## src/hw/rtl/pfv_pkg.sv

```systemverilog
// Package for the polyline frame vectors unit: widths, constants, codes and
// the command and status bundles between controller and datapath. No dependencies.
`timescale 1ns / 1ps
`default_nettype none

package pfv_pkg;

    localparam int PT_W       = 32;      // Q16.16 coordinate
    localparam int SEG_W      = 34;      // exact coordinate difference
    localparam int VQ_W       = 16;      // Q2.14 vector component
    localparam int IDX_W      = 14;      // point index
    localparam int CFG_IDX_W  = 2;
    localparam int MAX_POINTS_DEF = 16384;
    localparam int IDX_MAX    = 16383;
    localparam int ONE_Q14    = 16384;
    localparam int QUO_W      = 15;      // quotient bits of one component

    // Register indexes of the configuration port
    localparam logic [CFG_IDX_W-1:0] CFG_NORMAL_X = 2'd0;
    localparam logic [CFG_IDX_W-1:0] CFG_NORMAL_Y = 2'd1;
    localparam logic [CFG_IDX_W-1:0] CFG_NORMAL_Z = 2'd2;

    typedef logic signed [VQ_W-1:0] vq_t;

    // Commands from the controller to the datapath
    typedef struct packed {
        logic store_first;   // hold the opening point of a line
        logic load_in;       // capture the incoming point
        logic set_single;    // zero tangent, index 0, final: lone point
        logic start_seg;     // normalise the current segment
        logic take_dir;      // latch direction, form the first or interior tangent
        logic set_end;       // tangent of the final point
        logic start_cross;   // normalise normal x tangent
        logic write_out;     // load the output word
        logic store_state;   // advance to the next point
        logic clear_line;    // close the polyline
    } dp_cmd_t;

    // Status from the datapath to the controller
    typedef struct packed {
        logic held;
        logic cur_last;
        logic norm_done;
    } dp_status_t;

endpackage

`default_nettype wire

```

## src/hw/rtl/pfv_ctrl.sv

```systemverilog
// Controller: sequences each point through segment and cross-product
// normalisation and hands out up to two result words. Depends on pfv_pkg.
`timescale 1ns / 1ps
`default_nettype none

module pfv_ctrl (
    input  wire logic                 clk,
    input  wire logic                 rst_n,
    input  wire logic                 in_valid,
    input  wire logic                 in_last,
    output logic                      in_ready,
    output logic                      out_valid,
    input  wire logic                 out_ready,
    output pfv_pkg::dp_cmd_t          cmd,
    input  wire pfv_pkg::dp_status_t  status
);

    typedef enum logic [5:0] {
        ST_IDLE     = 6'b000001,
        ST_SEG_GO   = 6'b000010,
        ST_SEG_WAIT = 6'b000100,
        ST_CRS_GO   = 6'b001000,
        ST_CRS_WAIT = 6'b010000,
        ST_OUT      = 6'b100000
    } ctrl_state_t;

    ctrl_state_t state_reg, state_next;
    logic        second_reg, second_next;
    logic        ovalid_reg, ovalid_next;
    logic        out_free;

    assign out_free = ~ovalid_reg | out_ready;
    assign in_ready = (state_reg == ST_IDLE);

    always_comb
    begin
        state_next  = state_reg;
        second_next = second_reg;
        ovalid_next = ovalid_reg & ~out_ready;
        cmd         = '0;

        case (state_reg)
            ST_IDLE:
            begin
                if (in_valid)
                begin
                    if (!status.held && in_last)
                    begin
                        // Lone point: one degenerate final word
                        cmd.set_single = 1'b1;
                        second_next    = 1'b1;
                        state_next     = ST_CRS_GO;
                    end
                    else if (!status.held)
                    begin
                        cmd.store_first = 1'b1;
                    end
                    else
                    begin
                        cmd.load_in = 1'b1;
                        second_next = 1'b0;
                        state_next  = ST_SEG_GO;
                    end
                end
            end
            ST_SEG_GO:
            begin
                cmd.start_seg = 1'b1;
                state_next    = ST_SEG_WAIT;
            end
            ST_SEG_WAIT:
            begin
                if (status.norm_done)
                begin
                    cmd.take_dir = 1'b1;
                    state_next   = ST_CRS_GO;
                end
            end
            ST_CRS_GO:
            begin
                cmd.start_cross = 1'b1;
                state_next      = ST_CRS_WAIT;
            end
            ST_CRS_WAIT:
            begin
                if (status.norm_done)
                begin
                    state_next = ST_OUT;
                end
            end
            ST_OUT:
            begin
                // Hand the word over once the output register is free
                if (out_free)
                begin
                    cmd.write_out = 1'b1;
                    ovalid_next   = 1'b1;
                    if (second_reg)
                    begin
                        cmd.clear_line = 1'b1;
                        state_next     = ST_IDLE;
                    end
                    else if (status.cur_last)
                    begin
                        cmd.set_end = 1'b1;
                        second_next = 1'b1;
                        state_next  = ST_CRS_GO;
                    end
                    else
                    begin
                        cmd.store_state = 1'b1;
                        state_next      = ST_IDLE;
                    end
                end
            end
            default:
            begin
                state_next = ST_IDLE;
            end
        endcase
    end

    always_ff @(posedge clk or negedge rst_n)
    begin
        if (!rst_n)
        begin
            state_reg  <= ST_IDLE;
            second_reg <= 1'b0;
            ovalid_reg <= 1'b0;
        end
        else
        begin
            state_reg  <= state_next;
            second_reg <= second_next;
            ovalid_reg <= ovalid_next;
        end
    end

    assign out_valid = ovalid_reg;

endmodule

`default_nettype wire

```

## config.mk

```make
export PLATFORM = sky130hd
export DESIGN_NAME = pfv_ctrl
export DESIGN_NICKNAME = d
export VERILOG_FILES = /design/src/hw/rtl/pfv_pkg.sv /design/src/hw/rtl/pfv_ctrl.sv
export SDC_FILE = /design/constraint.sdc
export NUM_CORES = 1
export LEC_CHECK = 0
export ABC_AREA = 1
export BUFFER_PORTS_ARGS = -buffer_cell sky130_fd_sc_hd__buf_4
export CAP_MARGIN = 40
export CORE_AREA = 5 5 42 44
export DETAILED_ROUTE_END_ITERATION = 16
export DIE_AREA = 0 0 47 49
export PLACE_DENSITY = 0.72
export SKIP_CTS_REPAIR_TIMING = 1
export SYNTH_ARGS = -nofsm -noshare
export SYNTH_HDL_FRONTEND = slang
export SYNTH_SLANG_ARGS = --single-unit
```

## constraint.sdc

```tcl
create_clock -name clk -period 2.8 [get_ports clk]
set_clock_uncertainty 0.15 [all_clocks]
set_input_delay 0.14 -clock clk [delete_from_list [all_inputs] [get_ports clk]]
set_output_delay 0.14 -clock clk [all_outputs]
set_load 0.02 [all_outputs]
```

==> flow_metrics.py, run 1 <==
metrics = {
    "clock_tree": {
        "clk_latency_ns": 0.25,
        "cts.sinks": 8,
        "cts-root-buf": "clkbuf_4",
        "path_clk_slew_ns": 0.06,
        "cts_buffers": 3,
        "cts_buffer_depth": 2,
        "cts_tree": "yes",
        "htree_levels": 1,
    },
    "grt": {
        "grt_usage": 0.140,
        "gr-total-overflow": 0,
        "grt_start_max_net_pins": 10,
        "grt_pass1_vias": 632,
        "grt_pass1_wl_mm": 2.52,
        "antenna_found_initial": 0,
    },
    "yosys": {
        "synth_cell_types": 17,
        "synth_warnings": 0,
        "syn_avg_cell_area_um2": 6.65,
        "synth_area_leaders": "dfrtp_1 (29%), nand2_1 (11%), nor2_1 (10%), nor2_4 (7.5%), o21ai_1 (5.9%)",
        "synthCells": 90,
        "syn_nets": 98,
        "ys.flop_type": "dfrtp_1",
        "synth-edff-count": 0,
        "async_flop_share": 1.00,
        "synth_top_area_share": 0.293,
        "synth_seq_cells": 8,
        "synth-seq-area-share": 0.337,
        "syn_area_um2": 598,
        "synth_top_cell_by_area": "dfrtp_1",
    },
    "drt": {
        "vias": 655,
        "ant_nets": 0,
        "wl_per_cell_um": 10.8,
        "drt-initial-drc-count": 11,
        "drc": 0,
        "first_pass_iters": 4,
        "routed_wl_mm": 1.43,
        "via_per_inst": 4.96,
    },
    "final_layout": {
        "nFillCells": 138,
        "area_growth_pct": 36.6,
        "largest_reg_flops": 6,
        "antenna_cells": 0,
        "layout-drive-gt1-share": 0.345,
        "final_nets": 125,
    },
    "sta": {
        "slew_headroom": 0.732,
        "whs_ns": -0.000332,
        "fin_crit_sh": 0.663,
        "fin_tns_setup_ns": 0,
        "hold_violations": 1,
        "fmax_ghz": 0.539,
        "tightestPinTransition_ns": 0.401,
        "fin_ws_ns": 0.944,
        "finalSetupViolations": 0,
        "layout_min_cycle_time_ns": 1.86,
        "rsz0062_at_grt": "no",
        "slew_viol_final": 0,
    },
    "floorplan": {
        "io_pins": 20,
        "initial_core_util": 0.427,
        "die_width_um": 47,
        "die_area_mm2": 0.00230,
        "core_area_mm2": 0.00140,
        "die_h_um": 49,
        "core.rowCount": 14,
    },
    "setup_path": {
        "crit_family": "flip-flops",
        "worst_path_largest_cell_delay_ns": 0.56,
        "crit_path_start_kind": "flip-flop",
        "path_class": "reg2out",
        "cp.required_ns": 2.51,
        "worstSetupEndpointType": "output port",
        "cpMostUsedCell": "nor2_4",
        "path_cells": "inv_2 -> nor2_4 -> nand2_2 -> nor2_4 -> nand2_1 -> nor3_1 -> buf_4",
        "arrival_ns": 1.57,
        "path_max_fanout": 5,
        "cp_slowest_cell": "dfstp_2",
        "critPathBufInv": 2,
    },
    "power_and_ir_drop": {
        "powerDensity_mw_per_mm2": 879,
        "ir_drop_uv": 403,
        "p_leak_nw": 0.454,
    },
    "run_status": {
        "run_status": "complete, but fails checks",
        "failed_checks": "negative hold slack",
    },
    "job": {
        "maxCapViolCount": 0,
    },
    "placed_design": {
        "port_buffers": 19,
        "dpl.hpwl_mm": 1.19,
        "place_ws_ns": 1.22,
        "gp_congestion": 0.819,
    },
    "hold_path": {
        "hold_class": "in2reg",
    },
}
==> power breakdown <==
part	internal (mW)	total [mW]	switching (mW)
Clock	0.0547	0.0968	0.0421
Sequential	0.155	0.194	0.0392
Combinational	0.158	0.428	0.270
Total	0.367	0.719	0.351
==> cell type report <==
class	count	area, um^2	area share
well taps	16	20.0	0.0245
flip-flops and latches	8	201	0.247
inverters	14	52.6	0.0643
clock buffers	4	26.3	0.0322
repair buffers	22	173	0.211
multi-input cells	68	344	0.421
==> cell families after synthesis <==
kind of cell,count (synthesis),share of synthesized area
and+or+nand+nor,56,0.469
buffers and inverters,14,0.0879
AOI/OAI and AO/OA,12,0.107
DFF,8,0.337
==> through the flow <==
| stage | power, mW | utilization | hold WS (ns) | instances | cell area (um^2) |
|---|---|---|---|---|---|
| final | 0.719 | 0.583 | -0.000332 | 132 | 817 |
| after global placement | 0.619 | 0.543 | -0.182 | 125 | 761 |
| after detailed placement | 0.624 | 0.543 | -0.183 | 125 | 761 |
| after floorplan | 0.511 | - | -0.306 | 90 | 598 |
| after global routing | 0.796 | 0.583 | 0.00699 | 132 | 817 |
| after CTS | 0.721 | 0.562 | -0.456 | 129 | 787 |
==> placed cells by master, fill, tap and decap left out, types with 4 or more instances in the layout <==
cell type,n
dfrtp_1,7
nand2_1,18
inv_1,9
o21ai_1,7
nor3_1,4
nor2_1,16
nand3_1,6
nor2_4,4
buf_4,19
inv_2,5
==> tightest hold or removal path, delay by kind of cell <==
family,cells,cell delay (ns)
AND/OR/NAND/NOR,2,0.11
buffers and inverters,1,0.12
==> synth_stat cells, types with 2 or more instances <==
cell / n
nor2_1: 16
o21ai_1: 7
nand2_1: 18
o21ai_0: 3
inv_1: 9
dfrtp_1: 7
nor2_2: 2
nor3_1: 4
inv_2: 5
nand2_2: 3
nor2_4: 4
nand3_1: 6
nand3_2: 2
==> worst paths after layout <==
kind | from | endpoint | slack (ns) | cells after the start
min | in_valid | state_reg[1] | -0.0003 | 3
max in group asynchronous | rst_n | state_reg[0] | 2.20 | 2
min reg2reg | state_reg[0] | state_reg[0] | 0.35 | 2
max | state_reg[0] | cmd[7] | 0.94 | 7
min in group asynchronous | rst_n | second_reg | 0.09 | 2
max reg2reg | state_reg[0] | second_reg | 1.35 | 9
==> layer usage <==
layer | up-vias | wire [um] | part of all wire | track usage
met5 | - | 0 | 0 | 0
met4 | 0 | 11 | 0.0077 | 0.0276
met3 | 2 | 74 | 0.052 | 0.0258
met2 | 16 | 695 | 0.49 | 0.231
met1 | 296 | 644 | 0.45 | 0.185
li1 | 341 | - | - | -
(Power assumes the default switching activity.)
==> run 2: changes to the inputs <==
ABC_AREA = 0   (was 1)
CORE_AREA = not set   (was 5 5 42 44)
CORE_MARGIN = 5   (was not set)
CORE_UTILIZATION = 42   (was not set)
DIE_AREA = not set   (was 0 0 47 49)
PLACE_DENSITY = 0.71   (was 0.72)
clock period = 1.6 ns   (was 2.8 ns; I/O delays follow)
==> run 2 against run 1 <==
The run ends with negative setup slack left. Setup slack worse by 1.5 ns. Die area is 3.0% lower. First-iteration DRC count is 36% lower. Clock power is 79% higher. Critical path type unchanged. Critical endpoint is now cmd[0].
==> flow_metrics.py, run 2 <==
metrics = {
    "run_status": {
        "run_status": "complete, but fails checks",
        "failed_checks": "negative setup slack",
    },
    "power_and_ir_drop": {
        "powerDensity_mw_per_mm2": 1140,
        "finalPower_mw": 1.16,
        "p_leak_nw": 0.478,
        "ir_drop_uv": 865,
    },
    "yosys": {
        "synth-seq-area-share": 0.345,
        "syn_area_um2": 583,
        "synth_cell_types": 32,
        "syn_avg_cell_area_um2": 8.70,
        "synth-edff-count": 0,
        "ys_top_cells_by_count": "nor2_1 (10), dfrtp_1 (7), nor3_1 (5), o21ai_0 (4)",
        "synthCells": 67,
        "synth_area_leaders": "dfrtp_1 (30%), nor2_1 (6.4%), dfstp_2 (4.5%), nor3_1 (4.3%), nor4b_4 (4.1%)",
        "synth_seq_cells": 8,
        "synth_top_cell_by_area": "dfrtp_1",
        "syn_nets": 75,
        "synth_warnings": 0,
        "synth_top_area_share": 0.300,
        "async_flop_share": 1.00,
        "ys.flop_type": "dfrtp_1",
        "yosysMostFrequentCell": "nor2_1",
    },
    "final_layout": {
        "finish.utilization": 0.782,
        "layout_commonest_cell": "buf_4",
        "largest_reg_flops": 6,
        "antenna_cells": 0,
        "final_cell_mix": "buf_4 (33), nor2_1 (8), dfrtp_1 (6), o21ai_0 (4), buf_6 (4)",
        "layout-drive-gt1-share": 0.604,
        "final_nets": 115,
        "final_cell_area_mm2": 0.00102,
        "area_growth_pct": 74.5,
        "stdcell_count": 121,
    },
    "floorplan": {
        "die_area_mm2": 0.00223,
        "core_area_mm2": 0.00130,
        "die_width_um": 47.3,
        "initial_core_util": 0.448,
        "die_h_um": 47.3,
        "core.rowCount": 13,
        "io_pins": 20,
    },
    "sta": {
        "layout_min_cycle_time_ns": 2.12,
        "hold_violations": 0,
        "tightestPinTransition_ns": 0.309,
        "fmax_ghz": 0.471,
        "rsz0062_at_grt": "yes",
        "slew_headroom": 0.793,
        "fin_crit_sh": 1.33,
        "slew_viol_final": 0,
        "finalSetupViolations": 15,
        "fin_ws_ns": -0.522,
    },
    "hold_path": {
        "hold_start": "in_valid",
        "hold_class": "in2reg",
    },
    "setup_path": {
        "arrival_ns": 1.89,
        "critPathLaunch": "state_reg[3]",
        "path_cells": "or4b_4 -> nor4b_4 -> and2_2 -> buf_4",
        "cp_slowest_cell": "or4b_4",
        "worst_path_largest_cell_delay_ns": 0.56,
        "crit_path_start_kind": "flip-flop",
        "worstSetupEndpointType": "output port",
        "path_max_fanout": 5,
        "path_class": "reg2out",
        "r2r-start": "state_reg[3]",
        "cp.required_ns": 1.37,
    },
    "grt": {
        "grt_pass1_wl_mm": 2.73,
        "antenna_found_initial": 0,
        "gr-total-overflow": 0,
        "grt_start_max_net_pins": 13,
        "grt_pass1_vias": 645,
        "grt_usage": 0.170,
    },
    "clock_tree": {
        "cts-root-buf": "clkbuf_4",
        "cts_tree": "yes",
        "cts_buffers": 3,
        "clk_latency_ns": 0.26,
        "htree_levels": 1,
        "cts_buffer_depth": 2,
        "cts.sinks": 8,
        "path_clk_slew_ns": 0.06,
    },
    "drt": {
        "drc": 0,
        "ant_nets": 0,
        "via_per_inst": 5.40,
        "routed_wl_mm": 1.81,
        "vias": 653,
        "first_pass_iters": 4,
        "wl_per_cell_um": 14.9,
        "drt-initial-drc-count": 7,
    },
    "job": {
        "maxCapViolCount": 0,
    },
    "placed_design": {
        "port_buffers": 19,
        "gp_congestion": 0.778,
        "dpl.hpwl_mm": 1.24,
        "dp.cells": 108,
        "place_area_um2": 846,
    },
}
-- run 2: cell count changes in the layout (fill, tap and decap cells not counted), sizes merged, moves of 2 or more --
cell / delta
buf: +18
o21ai: -6
o21bai: +2
nor2: -12
nand3: -5
xor2: +2
nand2: -20
and2: +3
inv: -12
and3b: +2
a211oi: +2
nor3: +2
nor2b: +3
-- run 2: path summary, 6_finish.rpt --
check | endpoint | slack (ns) | cells after the start
max | cmd[0] | -0.52 | 4
min | state_reg[3] | 0.01 | 3
max reg2reg | state_reg[5] | -0.38 | 4
min reg2reg | second_reg | 0.48 | 2
max in group asynchronous | state_reg[0] | 1.05 | 2
min in group asynchronous | state_reg[4] | 0.02 | 2
-- run 2: final cells by class --
cell class	instances	area, um^2
clock buffers	4	26.3
fillers	107	284
inverters	2	7.51
multi-input cells	52	444
flip-flops and latches	8	203
well taps	15	18.8
repair buffers	40	318
-- run 2: critical path: cells and delay by family, from the launching register on --
family | cells | cell delay, ns
AND/OR/NAND/NOR | 3 | 1.08
buffers and inverters | 1 | 0.13
flip-flops | 1 | 0.41
-- run 2: kinds of logic (layout without fill, tap and decap cells) --
kind of cell / count (synthesis) / in the layout / share of synthesized area
xor+xnor: 2 / 2 / 0.0300
buf+inv: 7 / 46 / 0.0515
compound gates: 14 / 14 / 0.178
flops: 8 / 8 / 0.346
simple gates: 36 / 36 / 0.395
-- run 2: power by group --
group / switching, mW / total, mW / internal (mW)
Combinational: 0.317 / 0.658 / 0.340
Clock: 0.0769 / 0.173 / 0.0958
Sequential: 0.0718 / 0.327 / 0.255
-- run 2: metrics by stage --
step                setup WS (ns)  hold slack (ns)  setup TNS (ns)
floorplan                  -0.419           -0.366           -3.04
global placement           -0.235           -0.243           -1.59
detailed placement         -0.248           -0.244           -1.76
CTS                        -0.526           -0.529           -4.40
global route               -0.608           0.0184           -6.01
finish                     -0.522          0.00950           -4.86
-- run 2: metal layers --
| metal | global-route usage | part of all wire | routed length, um |
|---|---|---|---|
| met5 | 0 | 0 | 0 |
| met4 | 0.0221 | 0 | 0 |
| met3 | 0.0766 | 0.059 | 106 |
| met2 | 0.302 | 0.52 | 946 |
| met1 | 0.191 | 0.42 | 752 |
